**src/hdl/aekf_pkg.sv**
```systemverilog
package aekf_pkg;

   localparam int POS_W   = 20;
   localparam int SCORE_W = 17;
   localparam int HOLD_W  = 8;
   localparam int CSR_W   = 24;
   localparam int MUL_W   = 29;
   localparam int PROD_W  = 2 * MUL_W;
   localparam int ACC_W   = 90;

   typedef logic signed [MUL_W-1:0]  mul_op_type;
   typedef logic signed [PROD_W-1:0] mul_prod_type;

   localparam logic [SCORE_W-1:0] ALPHA_ONE  = 17'd65536;
   localparam logic [SCORE_W-1:0] ALPHA_CAP  = 17'd13107;
   localparam logic [SCORE_W-1:0] LOW_SCORE  = 17'd19661;
   localparam logic [19:0]        DEFAULT_DT = 20'd33333;
   // 10^12 = 5^12 * 2^12; the power of two is applied as a shift.
   localparam logic [27:0]        FIVE_POW12 = 28'd244140625;

   localparam logic [2:0] CSR_HOLD_ENABLE     = 3'd0;
   localparam logic [2:0] CSR_MAX_HOLD        = 3'd1;
   localparam logic [2:0] CSR_ALPHA_GOOD      = 3'd2;
   localparam logic [2:0] CSR_ALPHA_LOW_CONF  = 3'd3;
   localparam logic [2:0] CSR_ALPHA_RECOVERED = 3'd4;
   localparam logic [2:0] CSR_ALPHA_INVALID   = 3'd5;
   localparam logic [2:0] CSR_MAX_DEPTH_JUMP  = 3'd6;
   localparam logic [2:0] CSR_MAX_SPEED       = 3'd7;

   localparam logic [3:0] RC_INIT        = 4'd0;
   localparam logic [3:0] RC_RAW_INVALID = 4'd1;
   localparam logic [3:0] RC_HOLD        = 4'd2;
   localparam logic [3:0] RC_EXPIRED     = 4'd3;
   localparam logic [3:0] RC_GOOD        = 4'd4;
   localparam logic [3:0] RC_LOW_CONF    = 4'd5;
   localparam logic [3:0] RC_RECOVERED   = 4'd6;
   localparam logic [3:0] RC_DEPTH_JUMP  = 4'd7;
   localparam logic [3:0] RC_SPEED_JUMP  = 4'd8;
   localparam logic [3:0] RC_JOINT_INIT  = 4'd9;

endpackage

```
**src/hdl/aekf_mul.sv**
```systemverilog
module aekf_mul (
   input  logic                  clock,
   input  logic                  en,
   input  aekf_pkg::mul_op_type  op_a,
   input  aekf_pkg::mul_op_type  op_b,
   output aekf_pkg::mul_prod_type prod
);
   import aekf_pkg::*;

   mul_prod_type prod_ff;

   always_ff @(posedge clock) begin
      if (en) begin
         prod_ff <= PROD_W'(op_a) * PROD_W'(op_b);
      end
   end

   assign prod = prod_ff;

endmodule

```
**config.mk**
```make
export PLATFORM = sky130hd
export DESIGN_NAME = aekf_mul
export DESIGN_NICKNAME = d
export VERILOG_FILES = /design/src/hdl/aekf_pkg.sv /design/src/hdl/aekf_mul.sv
export SDC_FILE = /design/constraint.sdc
export NUM_CORES = 2
export LEC_CHECK = 0
export ABC_AREA = 0
export BUFFER_PORTS_ARGS = -buffer_cell sky130_fd_sc_hd__buf_4
export CAP_MARGIN = 20
export CORE_MARGIN = 2
export CORE_UTILIZATION = 50
export CTS_CLUSTER_DIAMETER = 60
export DETAILED_ROUTE_END_ITERATION = 16
export GPL_TIMING_DRIVEN = 0
export PLACE_DENSITY = 0.79
export REMOVE_ABC_BUFFERS = 1
export SLEW_MARGIN = 20
export SYNTH_ARGS = -nofsm -noshare
export SYNTH_HDL_FRONTEND = slang
export SYNTH_SLANG_ARGS = --single-unit
```
**constraint.sdc**
```tcl
create_clock -name clock -period 21.3 [get_ports clock]
set_input_delay 2.13 -clock clock [delete_from_list [all_inputs] [get_ports clock]]
set_output_delay 2.13 -clock clock [all_outputs]
set_load 0.02 [all_outputs]
```
== Word level (Yosys, flattened, before mapping) ==
Index checks and enable logic that the tools add are counted.

* Bits in registers: 58
* Input port bits: 60
* Output and inout port bits: 58

* $mul: 1

{| class="wikitable"
|+ Operators with widths
! operator !! count
|-
| $mul A29 B29 Y58 || 1
|}

== Logic depth before layout (Yosys ltp) ==
* Word-level depth: 1
* Depth in mapped cells: 29
* Gate-level depth less buffers: 26

== Worst setup path after synthesis ==
Ideal clock, no wire load.

* Path kind: in2reg
* From: in op_a[28]
* To: reg prod_ff[57], in the netlist prod[57] (data pin)
* Library setup time: 0.259 ns
* Arrival: 9.510 ns
* Data required time: 21.041 ns
* Path slack: 11.531 ns
* Stages: 28
* Path buffers: 3
* Cells stage by stage: clkbuf_1 > clkbuf_1 > nand2_1 > inv_1 > fa_1 > inv_1 > fa_1 > inv_1 > fa_1 > fa_1 > inv_1 > fa_1 > inv_1 > fa_1 > inv_1 > fa_1 > fa_1 > inv_1 > ha_1 > clkbuf_1 > nand2_1 > nor3_1 > and2_1 > a221oi_1 > o21a_1 > a211oi_2 > nor2_1 > a211o_1

* Longest elaborated chain between the ends: 1

{| class="wikitable"
|+ RTL lines
! item !! line !! source
|-
| from (decl) || aekf_mul.sv:4 || <nowiki>input aekf_pkg::mul_op_type op_a,</nowiki>
|-
| $mul A29 B29 Y58 || aekf_mul.sv:14 || <nowiki>prod_ff <= PROD_W'(op_a) * PROD_W'(op_b);</nowiki>
|-
| to (signal assigned) || aekf_mul.sv:14 ||
|-
| to (decl) || aekf_mul.sv:10 || <nowiki>mul_prod_type prod_ff;</nowiki>
|}

No other way between the ends.
A chain may end at the register's enable or synchronous reset.

== Final worst setup path ==
* From: in op_b[2]
* To: reg prod_ff[51], in the netlist prod[51] (data pin)

* Longest elaborated chain between the ends: 1

{| class="wikitable"
|+ RTL lines
! item !! line !! source
|-
| from (decl) || aekf_mul.sv:5 || <nowiki>input aekf_pkg::mul_op_type op_b,</nowiki>
|-
| $mul A29 B29 Y58 || aekf_mul.sv:14 ||
|}

No other way between the ends.

==> run summary <==
CTS Root Buffer Type - sky130_fd_sc_hd__clkbuf_16
Count of vias placed by the detailed router - 23300
Run status - completed
EDFF count, synth - 58
Ys async rst share - 0
Max Fanout on Critical Path - 29
Unrepaired setup endpoints after global routing - false
Worst-margin pin slew - 1.14 ns
Count of antenna-violating nets left after detailed routing - 0
Mean Syn Cell Area - 9.51 sq um
Maximum cell stage delay along the critical path - 0.98 ns
NumNets Final - 4518
Category of the most critical setup path - in -> reg
Setup fix buffers added after clock tree synthesis - 0
Critical path buffer and inverter count - 8
Total Wirelength - 85800 um
Number of antenna violations at the first check in global routing - 1
Unique cell type count in the Yosys netlist - 55
Effective utilization at floorplan - 0.507
Number of global-route vias before repair - 26700
Syn. warnings - 0
Clock sink count - 58
Sum of overflow across all layers after global routing - 0
Data arrival time of the critical path - 10.59 ns
Global-route wire length before repair - 141000 um
Post-Synthesis Cells - 3452
Register clock-pin slew on the reported worst setup and hold paths - 0.05 ns
Fraction of final layout cells with drive strength greater than 1 - 0.0419
All-layer global routing usage - 0.271
Largest net degree at the start of global routing - 59
Number of buffers added to fix hold violations after cts - 0
Setup Total Neg Slack - 0 ns
DRT Pass-1 Iters - 6
Highest clock frequency the design can meet - 96.4 MHz
Minimum clock period after layout - 10.38 ns
Clock tree from TritonCTS - yes
Count of input and output buffers - 117
Cell with the largest stage delay on the worst path - sky130_fd_sc_hd__fa_1
Post-detailed-route wirelength per cell - 20.2 um
Dominant synthesized flop cell - sky130_fd_sc_hd__edfxtp_1
Number of primary I/O pins - 118
Last weighted congestion value of the routability-driven placer - 0.988
Worst Setup SP - op_b[2]
Diode count - 0
Crit start category - primary input
Number of remaining DRC errors - 0
Critical Path RT - 21.51 ns
Family with the most delay on the worst path - adder cells
Number of resized instances in the post-cts repair step - 0
Core footprint - 64700 sq um
Share of the cycle needed by the critical path after routing - 0.487
Endpoints failing hold - 0
Instance count on the critical path - 27
Sequential element share of the synthesized area - 0.0531
Dpl hpwl - 63200 um
Flip-flop count of the largest register, all copies and words added - 58
Path class of the lowest-slack min-delay path - in -> reg
Post-Synthesis Cell Area - 32800 sq um
Number of pins exceeding their max-slew limit in the final report - 0
Max-capacitance violation count - 0
Total of flip-flops plus latches after synthesis - 58
Final setup viols - 0
Number of buffers between clock root and the deepest sink - 2
Worst slew slack as a fraction of its limit - 0.236
# rows - 93
Kind of end point of the critical path - flop
Chip Width - 260 um
Number of DRC markers in iteration 0 - 1693
H-tree levels - 3
Vertical die dimension - 260 um
DR vias/cell - 5.50
Synth-to-layout area growth - 4.51%
End point of the critical path - prod[51]$_DFFE_PP_
Die area - 67700 sq um
Most used cell along the critical path - sky130_fd_sc_hd__fa_1
CTS buffer count - 9
## through the flow
stage	utilization	area [sq um]	setup WS [ns]	std cells	hold slack (ns)
2_1_floorplan	-	32100	12.09	3259	2.24
3_3_place_gp	0.526	34000	10.62	4231	2.56
3_5_place_dp	0.526	34000	10.61	4231	2.56
4_1_cts	0.530	34300	10.94	4247	2.41
5_1_grt	0.530	34300	10.47	4247	2.42
6_report	0.530	34300	10.92	4247	2.42
## per-layer routing
layer,track usage,vias to the layer above,part of all wire
li1,-,9707,-
met2,0.462,1219,0.49
met1,0.329,12000,0.36
met4,0.124,0,0.057
met3,0.0598,374,0.095
met5,0,-,0
## kinds of logic after synthesis
kind of cell | share of synthesized area
simple gates | 0.155
buf+inv | 0.126
compound gates | 0.0359
flops | 0.0531
xor+xnor | 0.0160
fa+ha+maj | 0.614
mux | 0.000610
## synth_stat cells, types with 3 or more instances
| master | n | area share |
|---|---|---|
| sky130_fd_sc_hd__o21a_1 | 6 | 0.0014 |
| sky130_fd_sc_hd__o21bai_1 | 11 | 0.0025 |
| sky130_fd_sc_hd__ha_1 | 170 | 0.065 |
| sky130_fd_sc_hd__a21oi_1 | 45 | 0.0069 |
| sky130_fd_sc_hd__and3_1 | 5 | 0.00095 |
| sky130_fd_sc_hd__nand3_1 | 21 | 0.0032 |
| sky130_fd_sc_hd__nor2b_1 | 5 | 0.00095 |
| sky130_fd_sc_hd__nand2_1 | 390 | 0.045 |
| sky130_fd_sc_hd__o211ai_1 | 4 | 0.00091 |
| sky130_fd_sc_hd__nor3_1 | 13 | 0.0020 |
| sky130_fd_sc_hd__inv_1 | 904 | 0.10 |
| sky130_fd_sc_hd__o31a_1 | 4 | 0.0011 |
| sky130_fd_sc_hd__clkbuf_1 | 189 | 0.022 |
| sky130_fd_sc_hd__edfxtp_1 | 58 | 0.053 |
| sky130_fd_sc_hd__nand2b_1 | 17 | 0.0032 |
| sky130_fd_sc_hd__xor2_1 | 21 | 0.0056 |
| sky130_fd_sc_hd__fa_1 | 901 | 0.55 |
| sky130_fd_sc_hd__o21ai_0 | 26 | 0.0040 |
| sky130_fd_sc_hd__nand4_1 | 14 | 0.0027 |
| sky130_fd_sc_hd__a211o_1 | 6 | 0.0016 |
| sky130_fd_sc_hd__nor2_1 | 53 | 0.0061 |
| sky130_fd_sc_hd__or3_1 | 4 | 0.00076 |
| sky130_fd_sc_hd__o31ai_1 | 3 | 0.00069 |
| sky130_fd_sc_hd__a21boi_0 | 4 | 0.00091 |
| sky130_fd_sc_hd__a21o_1 | 29 | 0.0066 |
| sky130_fd_sc_hd__xnor2_1 | 39 | 0.010 |
| sky130_fd_sc_hd__a31oi_1 | 3 | 0.00057 |
| sky130_fd_sc_hd__and2_1 | 462 | 0.088 |
| sky130_fd_sc_hd__a221oi_1 | 5 | 0.0013 |
| sky130_fd_sc_hd__buf_2 | 4 | 0.00061 |
| sky130_fd_sc_hd__a211oi_1 | 4 | 0.00091 |
## worst min path at each step
stage                             from           endpoint  slack (ns)  depth (start not counted)
finish                         op_b[0]  prod[0]$_DFFE_PP_        2.42                          2
global route                   op_a[0]  prod[0]$_DFFE_PP_        2.42                          2
CTS                            op_a[0]  prod[0]$_DFFE_PP_        2.41                          2
detailed placement  prod[56]$_DFFE_PP_           prod[56]        2.56                          1
global placement    prod[56]$_DFFE_PP_           prod[56]        2.56                          1
floorplan                           en  prod[0]$_DFFE_PP_        2.24                          0
## placed cells by master (no fill, tap or decap), drive strengths merged, types with 7 or more instances in the layout
cell type / netlist / routed
inv: 904 / 904
ha: 170 / 170
xor2: 21 / 21
xnor2: 39 / 39
and2: 462 / 462
o21bai: 11 / 11
nor2: 53 / 53
nor3: 13 / 13
a21o: 29 / 29
nand2: 390 / 390
fa: 901 / 901
a221oi: 7 / 7
nand3: 21 / 21
nand2b: 17 / 17
buf: 4 / 117
clkbuf: 189 / 10
a21oi: 46 / 46
o21ai: 28 / 28
edfxtp: 58 / 58
nand4: 14 / 14
## layout make-up
| cell class | count | area (sq um) |
|---|---|---|
| repair buffers | 117 | 878 |
| multi-input cells | 2297 | 27000 |
| clock buffers | 10 | 229 |
| well taps | 855 | 1070 |
| fillers | 5659 | 30400 |
| inverters | 904 | 3390 |
| flip-flops and latches | 58 | 1740 |
| clock inverters | 6 | 33.8 |
Power is not shown: default switching activity piles up to over one toggle a cycle in this logic, so the estimate is an artifact.
