File: src/hdl/aekf_ram.sv
module aekf_ram #(
   parameter int WIDTH  = 8,
   parameter int DEPTH  = 16,
   parameter int ADDR_W = (DEPTH > 1) ? $clog2(DEPTH) : 1
) (
   input  logic              clock,
   input  logic              wr_en,
   input  logic [ADDR_W-1:0] wr_addr,
   input  logic [WIDTH-1:0]  wr_data,
   input  logic              rd_en,
   input  logic [ADDR_W-1:0] rd_addr,
   output logic [WIDTH-1:0]  rd_data
);

   logic [WIDTH-1:0] mem_ff [DEPTH];
   logic [WIDTH-1:0] rd_data_ff;

   always_ff @(posedge clock) begin
      if (wr_en) begin
         mem_ff[wr_addr] <= wr_data;
      end
      if (rd_en) begin
         rd_data_ff <= mem_ff[rd_addr];
      end
   end

   assign rd_data = rd_data_ff;

endmodule

File: config.mk
export PLATFORM = sky130hd
export DESIGN_NAME = aekf_ram
export DESIGN_NICKNAME = d
export VERILOG_FILES = /design/src/hdl/aekf_ram.sv
export SDC_FILE = /design/constraint.sdc
export NUM_CORES = 1
export LEC_CHECK = 0
export BUFFER_PORTS_ARGS = -buffer_cell sky130_fd_sc_hd__clkbuf_2
export CELL_PAD_IN_SITES_DETAIL_PLACEMENT = 1
export CELL_PAD_IN_SITES_GLOBAL_PLACEMENT = 1
export CORE_ASPECT_RATIO = 1.5
export CORE_UTILIZATION = 25
export CTS_BUF_LIST = sky130_fd_sc_hd__clkbuf_4 sky130_fd_sc_hd__clkbuf_8 sky130_fd_sc_hd__clkbuf_16
export DETAILED_ROUTE_END_ITERATION = 6
export MAX_ROUTING_LAYER = met4
export PLACE_DENSITY_LB_ADDON = 0.1
export SETUP_SLACK_MARGIN = 0.05
export SYNTH_ARGS = -nofsm -noshare
export SYNTH_HDL_FRONTEND = slang
export SYNTH_SLANG_ARGS = --single-unit
File: constraint.sdc
create_clock -name clock -period 3.6 [get_ports clock]
set_clock_uncertainty 0.1 [all_clocks]
set_input_delay 0.72 -clock clock [delete_from_list [all_inputs] [get_ports clock]]
set_output_delay 0.72 -clock clock [all_outputs]
set_load 0.05 [all_outputs]
After elaboration in Yosys (flattened, before gate mapping):

Memory sizes are Yosys's and may differ from the RTL's. A register that Yosys moved wholly into a read port is not among the register bits.
Index checks and enable logic that the tools add are counted.

* register bits after elaboration: 0
* RAM bits: 128
* input bits: 19
* logic and storage cells: 3
* memories kept: 1

Memories
* mem_ff: depth 16, bits a word 8, read ports 1, clocked after memory_dff 1, wr ports 1, line 15 `logic [WIDTH-1:0] mem_ff [DEPTH];`

* mux-type cells: 2

Operators by type and width (count)
* $mux 1: 2

Logic depth before layout (Yosys ltp):

Gate-level depths: netlist (run 1).

* depth after elaboration: 2
* gate-level depth with buffers: 5
* gate-level depth less buffers: 3

Worst setup path after synthesis (run 1):

Ideal clock, no wire load.

* path type: in2reg
* from: input wr_addr[2]
* to: memory mem_ff[0][0] (enable)
* setup time: 0.383 ns
* arrival: 1.830 ns
* data required time: 3.117 ns
* slack: 1.287 ns
* stages: 2
* path buffers: 0
* path through: or3b_2 nor3_1

RTL lines
* from (decl): line 8 `input logic [ADDR_W-1:0] wr_addr,`
* to (decl): line 15

No word-level cell before the write port.

==> results by group, run 1 <==
Outcome
  • Status: completed

Floorplanning
  • Initial Util: 25.6%
  • I/O pin count: 27
  • Core box area: 0.0204 mm2
  • Die Height: 179 um
  • Die area: 0.0215 mm2
  • Chip width: 120 um
  • Rows: 64

STA
  • Peak Freq: 422 MHz
  • Hold Vio Cnt, Final: 0
  • Fin. max-slew vios: 0
  • Min Hold Slack: 0.617 ns
  • Transition time of the tightest slew-check pin: 0.936 ns
  • Min Tclk post-route: 2.37 ns
  • Final TNS setup: 0 ns
  • Worst slew margin: 37.3%
  • # setup viols final: 0
  • Period utilization: 65.9%
  • Unrepaired setup endpoints after global routing: no

Finish
  • Cell area after layout: 0.00634 mm2
  • # diodes: 0
  • Share of cells above drive strength 1: 32.6%
  • Area delta synth->final: 21.3%
  • Commonest non-fill, non-tap cell in the layout: edfxtp_1
  • Most frequent cells in the layout: 136 x edfxtp_1, 26 x clkbuf_2, 20 x buf_4
  • Fillers: 2080
  • Nets: 304

Setup path
  • Crit. Startpoint: rd_addr[0]
  • Worst R2R Start: mem_ff[11][7]
  • CP bufs+invs: 2
  • Data arrival, critical path: 2.44 ns
  • Crit end category: register
  • Reg2Reg Setup Slack: 1.98 ns
  • Critical path peak fanout: 17
  • Critical Path Source Type: primary input
  • Crit. path cell count: 5
  • CP Cell Sequence: clkbuf_2 > buf_12 > mux4_1 > a22oi_1 > nand2_1
  • RR Endpoint: rd_data[7]
  • Reg2Reg Depth: 3
  • Slowest CP cell: mux4_1
  • Kind of critical path: in2reg
  • CP Data Required Time: 3.66 ns
  • Crit-path max cell delay: 0.56 ns
  • Crit path to: rd_data[5]
  • Cell family with the largest share of critical-path delay: buffers and inverters

Synthesis
  • Yosys Warn Count: 0
  • Syn Std Cell Area: 0.00523 mm2
  • Ys flop type: edfxtp_1
  • Sequential area share after synthesis: 78.1%
  • Flops & latches, synth: 136
  • Syn Inst Count: 229
  • Avg Cell Area, Syn: 22.8 um2
  • Number of flops mapped to enable cells by yosys: 136
  • Post-synth cell types: 18
  • Syn nets: 248
  • Async SR Flop Fraction: 0%

GRT
  • Overall routing resource usage: 13.7%
  • GRT overflow: 0
  • Antenna violations before repair: 0
  • Largest net degree at the start of global routing: 18
  • Vias in the first global route: 2737
  • Global-route wire length before repair: 19000 um

Job
  • Max cap viols: 0

Clock network
  • CTS root buf: clkbuf_16
  • Post-CTS Hold Buffers: 0
  • Postcts setup bufs: 0
  • Clock sinks: 136
  • H-tree Lvls: 4
  • Max Buffers Root-to-Sink: 2
  • Worst-path clk slew: 0.06 ns
  • Gates resized, CTS repair: 0
  • CTS tree: built
  • Clock Latency Late Sink: 0.42 ns
  • Cts bufs inserted: 17

Detailed routing
  • Remaining routing DRC violations: 0
  • Via count: 2453
  • DR WL/cell: 23.5 um
  • Top sig layer: met4
  • Wl on met1: 6070 um
  • Routed wl met3: 221 um
  • Initial DRC Count: 127
  • DRT Wirelength: 13200 um
  • First-pass detailed-route iteration total: 4
  • Vias/cell: 4.36
  • Antenna-violating nets left: 0
  • Met2 wire len: 6760 um

Worst hold path
  • Worst Hold Launch: rd_en
  • Hold crit path type: in2reg

Place
  • Post-DP HPWL: 8630 um
  • Placement Cell Area: 0.00577 mm2
  • IO buf count: 26
  • RePlAce Congestion: 0.667

Pwr
  • Leakage power: 0.00210 uW
  • Max VDD drop: 0.304 mV
  • Power Density: 577 mW/mm2
-- report_power, final --
part           switching, uW  total, uW  internal (uW)
clock                    704       1670            964
sequential              9.33       1790           1780
combinational            128        197           69.2
total                    841       3660           2820
-- sequential cells by signal, indices dropped and copies added (netlist names) --
name / flops
mem_ff: 128
rd_data: 8
-- final cells by class --
cell class | count | area (um2) | share of cell area [%]
multi-input combinational | 83 | 1060 | 16.7
clock buffer | 17 | 425 | 6.71
timing repair buffer | 47 | 300 | 4.74
clock inverter | 15 | 141 | 2.23
sequential | 136 | 4080 | 64.4
tap | 264 | 330 | 5.21
-- kinds of logic (layout without fill, tap and decap cells) --
logic type             count (synthesis)  after routing  synth area share [%]
buffers and inverters                 10             79                  1.65
DFF                                  136            136                  78.1
AOI/OAI and AO/OA                     16             16                  2.30
muxes                                 32             32                  14.8
and+or+nand+nor                       35             35                  3.14
-- per-stage QoR --
stage	power (uW)	worst slack (ns)	utilization, %	std cells
final	3660	1.23	31.0	562
after global routing	3770	1.11	31.0	562
after CTS	3710	1.18	31.0	562
after detailed placement	2030	0.724	28.3	530
after global placement	2030	0.732	28.3	530
after floorplan	1940	1.29	-	229
-- synthesized netlist by cell type (2+ instances only) --
master           count  area share, %
nor3_1               4           0.38
nand2_1              9           0.65
nor2_1              13           0.93
nand2b_1             2           0.24
mux4_2              18            7.8
mux4_1              14            7.0
a22oi_1             16            2.3
nand3b_1             2           0.29
buf_2                3           0.29
edfxtp_1           136             78
buf_6                3           0.65
clkdlybuf4s25_2      3           0.57
-- worst min path at each step --
| stage | end | cells past startpoint |
|---|---|---|
| after floorplan | rd_data[0] | 3 |
| after global placement | rd_data[1] | 3 |
| after detailed placement | rd_data[1] | 3 |
| after CTS | rd_data[1] | 1 |
| after global routing | rd_data[1] | 1 |
| final | rd_data[7] | 1 |
-- routing by layer --
metal	vias to the layer above	track usage, %
li1	1090	-
met1	1322	16.8
met2	35	22.0
met3	6	2.54
met4	0	5.78
met5	-	-
No activity file was read; power rests on OpenSTA's default activity.
==> run 2: changes to the inputs <==
==> constraint.sdc (replaced) <==
create_clock -name clock -period 2.4 [get_ports clock]
set_clock_uncertainty 0.1 [all_clocks]
set_input_delay 0.48 -clock clock [delete_from_list [all_inputs] [get_ports clock]]
set_output_delay 0.48 -clock clock [all_outputs]
set_load 0.05 [all_outputs]
==> run 2 against run 1 <==
  * Register-to-register slack lost 1.2 ns
  * Cell count grew 0.53%
  * Critical path type unchanged
  * Global-route usage shrank 1.0 points
==> results by group, run 2 (synthesized netlist as in run 1, its figures left out) <==
Outcome
  • Status: completed

Detailed routing
  • Vias/cell: 4.33
  • DR WL/cell: 21.4 um
  • Met2 wire len: 6730 um
  • Antenna-violating nets left: 0
  • Via count: 2447
  • Remaining routing DRC violations: 0
  • DRT Wirelength: 12100 um
  • Wl on met1: 4860 um
  • First-pass detailed-route iteration total: 4
  • Initial DRC Count: 141
  • Routed wl met3: 307 um
  • Top sig layer: met4

Finish
  • Fillers: 2073
  • Commonest non-fill, non-tap cell in the layout: edfxtp_1
  • Most frequent cells in the layout: 136 x edfxtp_1, 26 x clkbuf_2, 21 x buf_4
  • # diodes: 0
  • Nets: 307
  • Share of cells above drive strength 1: 32.9%
  • Area delta synth->final: 23.3%
  • Top reg by flops: mem_ff
  • Largest register FFs: 128
  • Cell area after layout: 0.00644 mm2

STA
  • Final setup margin: 0.657 ns
  • Fin. max-slew vios: 0
  • Peak Freq: 574 MHz
  • # setup viols final: 0
  • Worst slew margin: 66.3%
  • Hold Vio Cnt, Final: 0
  • Transition time of the tightest slew-check pin: 0.506 ns
  • Period utilization: 72.6%
  • Final TNS setup: 0 ns
  • Unrepaired setup endpoints after global routing: no
  • Min Tclk post-route: 1.74 ns
  • Min Hold Slack: 0.415 ns

Pwr
  • Tot Pwr: 5720 uW
  • Max VDD drop: 0.439 mV
  • Power Density: 888 mW/mm2
  • Leakage power: 0.00215 uW

Job
  • Max cap viols: 0

Worst hold path
  • Hold crit path type: in2reg
  • Hold EP: mem_ff[5][6]
  • Hold path cells: 1
  • Worst Hold Launch: wr_data[6]

Setup path
  • Critical Path Source Type: primary input
  • Reg2Reg Setup Slack: 0.80 ns
  • Slowest CP cell: mux4_1
  • RR Endpoint: rd_data[2]
  • Worst R2R Start: mem_ff[1][2]
  • Crit-path max cell delay: 0.60 ns
  • Crit end category: register
  • Reg2Reg Depth: 3
  • Critical path peak fanout: 16
  • Kind of critical path: in2reg
  • CP Cell Sequence: clkbuf_2 > buf_12 > mux4_1 > a22oi_1 > nand2_1
  • Data arrival, critical path: 1.79 ns
  • CP Data Required Time: 2.45 ns
  • Crit. Startpoint: rd_addr[0]

Floorplanning
  • Initial Util: 25.6%
  • Chip width: 120 um
  • Die Height: 179 um
  • Core box area: 0.0204 mm2
  • Die area: 0.0215 mm2
  • I/O pin count: 27
  • Rows: 64

GRT
  • GRT overflow: 0
  • Antenna violations before repair: 0
  • Overall routing resource usage: 12.6%
  • Vias in the first global route: 2712
  • Largest net degree at the start of global routing: 33
  • Global-route wire length before repair: 18000 um

Clock network
  • H-tree Lvls: 4
  • Gates resized, CTS repair: 0
  • Post-CTS Hold Buffers: 0
  • Clock sinks: 136
  • Postcts setup bufs: 0
  • CTS root buf: clkbuf_16
  • CTS tree: built
  • Max Buffers Root-to-Sink: 2
  • Worst-path clk slew: 0.06 ns
  • Cts bufs inserted: 17
  • Clock Latency Late Sink: 0.40 ns

Place
  • Placement Cell Area: 0.00582 mm2
  • Post-DP HPWL: 8170 um
  • IO buf count: 26
  • Setup WS pre-CTS: 0.228 ns
  • RePlAce Congestion: 0.646
## run 2: cell types whose count changed in the layout (fill, tap and decap cells not counted), sizes merged
cell and change:
buf +3, clkinvlp +1, bufinv +3, inv -4
## run 2: through the flow
step | std cells | utilization, %
6_report | 565 | 31.6
5_1_grt | 565 | 31.6
4_1_cts | 565 | 31.6
3_5_place_dp | 533 | 28.5
3_3_place_gp | 533 | 28.5
2_1_floorplan | 229 | -
## run 2: worst max-delay path by stage
stage / to / depth (start not counted) / slack, ns
global route: rd_data[2] / 5 / 0.58
finish: rd_data[1] / 5 / 0.66
floorplan: mem_ff[0][0] / 2 / 0.33
CTS: rd_data[2] / 5 / 0.67
global placement: rd_data[1] / 5 / 0.22
detailed placement: rd_data[2] / 5 / 0.23
## run 2: where the power goes
group / leakage, uW / internal, uW / total [uW] / switching (uW)
Clock: 0.000295 / 1740 / 2730 / 993
Combinational: 0.000619 / 110 / 299 / 189
Sequential: 0.00124 / 2680 / 2690 / 14.4
Total: 0.00215 / 4530 / 5720 / 1200
## run 2: routing by layer
layer	track usage (%)	vias up
met1	13.4	1294
met4	5.00	0
met5	-	-
met3	2.74	10
met2	22.7	42
li1	-	1101
## run 2: layout make-up
class	count	area (um2)	share of cell area [%]
multi-input combinational	83	1060	16.4
sequential	136	4080	63.4
tap	264	330	5.13
clock buffer	17	425	6.60
timing repair buffer	50	348	5.40
clock inverter	15	199	3.09
## run 2: worst max-delay path: cells and delay by family
family | cells | cell delay [ns]
muxes | 1 | 0.60
buffers and inverters | 2 | 0.35
AOI/OAI and AO/OA | 1 | 0.26
and+or+nand+nor | 1 | 0.09
==> run 3: changes to the inputs <==
--- a/config.mk
+++ b/config.mk
@@ -5,6 +5,7 @@
 export SDC_FILE = /design/constraint.sdc
 export NUM_CORES = 1
 export LEC_CHECK = 0
+export ABC_AREA = 1
 export BUFFER_PORTS_ARGS = -buffer_cell sky130_fd_sc_hd__clkbuf_2
 export CELL_PAD_IN_SITES_DETAIL_PLACEMENT = 1
 export CELL_PAD_IN_SITES_GLOBAL_PLACEMENT = 1
==> constraint.sdc (replaced) <==
create_clock -name clock -period 1.5 [get_ports clock]
set_clock_uncertainty 0.1 [all_clocks]
set_input_delay 0.3 -clock clock [delete_from_list [all_inputs] [get_ports clock]]
set_output_delay 0.3 -clock clock [all_outputs]
set_load 0.05 [all_outputs]
==> run 3 against run 2 <==
  * The flow now finishes with violations (setup timing)
  * Die area is 12% higher
  * Combinational power grew 130%
  * Sequential power increased by 61%
  * Register-to-register slack worse by 0.56 ns
  * Hold slack worse by 0.16 ns
  * Area after synthesis rose by 12%
  * Critical path type is now reg2out
==> results by group, run 3 <==
Synthesis
  • Flops & latches, synth: 136
  • Count leader, synth: nand2_1
  • Post-synth cell types: 11
  • Synth top area cells: edfxtp_1 70%, nand2_1 11%, nand3_1 8.3%
  • Synth cell count leaders: 173 x nand2_1, 136 x edfxtp_1, 100 x inv_1
  • Avg Cell Area, Syn: 10.6 um2
  • Number of flops mapped to enable cells by yosys: 136
  • Syn Inst Count: 551
  • Synth top area share: 69.8%
  • Syn Std Cell Area: 0.00585 mm2
  • Ys flop type: edfxtp_1
  • Async SR Flop Fraction: 0%
  • Cell taking the most area after synthesis: edfxtp_1
  • Yosys Warn Count: 0
  • Sequential area share after synthesis: 69.8%
  • Syn nets: 570

Floorplanning
  • I/O pin count: 27
  • Chip width: 127 um
  • Die area: 0.0240 mm2
  • Core box area: 0.0230 mm2
  • Rows: 68
  • Initial Util: 25.5%
  • Die Height: 189 um

GRT
  • Antenna violations before repair: 0
  • GRT overflow: 0
  • Vias in the first global route: 4198
  • Largest net degree at the start of global routing: 39
  • Overall routing resource usage: 16.0%
  • Global-route wire length before repair: 25800 um

STA
  • Transition time of the tightest slew-check pin: 0.424 ns
  • Min Tclk post-route: 1.55 ns
  • Min Hold Slack: 0.251 ns
  • Fin. max-slew vios: 0
  • Unrepaired setup endpoints after global routing: yes
  • # setup viols final: 2
  • Hold Vio Cnt, Final: 0
  • Final setup margin: -0.0469 ns
  • Period utilization: 103%
  • Worst slew margin: 71.7%
  • Peak Freq: 646 MHz

Setup path
  • Data arrival, critical path: 1.15 ns
  • Crit-path max cell delay: 0.51 ns
  • Kind of critical path: reg2out
  • CP Data Required Time: 1.10 ns
  • Critical Path Source Type: register
  • Crit end category: primary output
  • Slowest CP cell: edfxtp_1
  • Cell family with the largest share of critical-path delay: flip-flops
  • CP bufs+invs: 1
  • Critical path peak fanout: 1
  • CP Cell Sequence: buf_8

Place
  • RePlAce Congestion: 0.742
  • Post-DP HPWL: 11600 um
  • Setup WS pre-CTS: -0.228 ns
  • Placement Cell Area: 0.00658 mm2
  • IO buf count: 26
  • Post-Place Cells: 872

Clock network
  • H-tree Lvls: 4
  • Clock Latency Late Sink: 0.43 ns
  • Clock sinks: 136
  • CTS tree: built
  • Cts bufs inserted: 17
  • Max Buffers Root-to-Sink: 2
  • Post-CTS Hold Buffers: 0
  • CTS root buf: clkbuf_16
  • Worst-path clk slew: 0.06 ns

Detailed routing
  • DRT Wirelength: 17100 um
  • Vias/cell: 4.42
  • Via count: 3978
  • DR WL/cell: 18.9 um
  • Remaining routing DRC violations: 0
  • First-pass detailed-route iteration total: 6
  • Antenna-violating nets left: 0
  • Initial DRC Count: 172

Pwr
  • Power Density: 1200 mW/mm2
  • Leakage power: 0.00304 uW
  • Max VDD drop: 0.672 mV

Outcome
  • Status: finished with violations
  • Failing checks: setup timing

Finish
  • Fin cells: 901
  • Area delta synth->final: 22.0%
  • Commonest non-fill, non-tap cell in the layout: nand2_1
  • Most frequent cells in the layout: 173 x nand2_1, 136 x edfxtp_1, 100 x inv_1
  • Sequential standard cell area: 0.00408 mm2
  • # diodes: 0
  • Share of cells above drive strength 1: 14.2%
  • Fillers: 2618
  • Top reg by flops: mem_ff
  • Largest register FFs: 128
  • Area occupied by multi-input gates: 0.00121 mm2
  • Nets: 630
  • Cell area after layout: 0.00713 mm2

Job
  • Max cap viols: 0

Worst hold path
  • Hold crit path type: in2reg
==> run 3: path summary, 6_finish.rpt <==
| check | cells after the start | slack [ns] | endpoint | from |
|---|---|---|---|---|
| worst min-delay path | 1 | 0.25 | rd_data[0] | rd_en |
| worst max register to register | 6 | 0.24 | rd_data[0] | mem_ff[12][0] |
| worst min register to register | 6 | 0.66 | rd_data[7] | mem_ff[10][7] |
| worst max-delay path | 1 | -0.05 | rd_data[0] | rd_data[0] |
==> run 3: cells by family (layout without fill, tap and decap cells) <==
logic type	count (synthesis)	after routing	synth area share, %
simple gates	289	289	20.8
flops	136	136	69.8
buf+inv	126	196	9.39
==> run 3: cell type report <==
cell class / count / share of cell area (%)
flip-flops and latches: 136 / 57.3
inverters: 102 / 5.37
multi-input cells: 289 / 17.0
clock inverters: 10 / 0.561
well taps: 280 / 4.91
repair buffers: 65 / 8.70
clock buffers: 19 / 6.18
==> run 3: metrics by stage <==
step | setup TNS [ns] | util [%] | power, uW
2_1_floorplan | 0 | - | 4740
3_3_place_gp | -1.43 | 28.6 | 5070
3_5_place_dp | -1.52 | 28.6 | 5080
4_1_cts | -0.173 | 31.0 | 8680
5_1_grt | -0.140 | 31.0 | 8860
6_report | -0.0713 | 31.0 | 8540
==> run 3: per-layer routing <==
layer  GRT usage [%]  share of wire [%]
met4            8.20                3.3
met2            27.7                 54
met5               -                  0
met3            3.19                2.8
met1            17.2                 40
==> run 3: report_power, final <==
group | internal (uW) | switching (uW) | total, uW
logic | 233 | 461 | 693
clock network | 2060 | 1460 | 3520
registers | 4290 | 38.9 | 4320
==> run 3: what timing repair did <==
action | 4_1_cts | 5_1_grt
buffers inserted | 0 | 0
endpoints found under the hold margin | 0 | 0
resized for setup | 15 | 7
endpoints found under the setup margin | 8 | 7
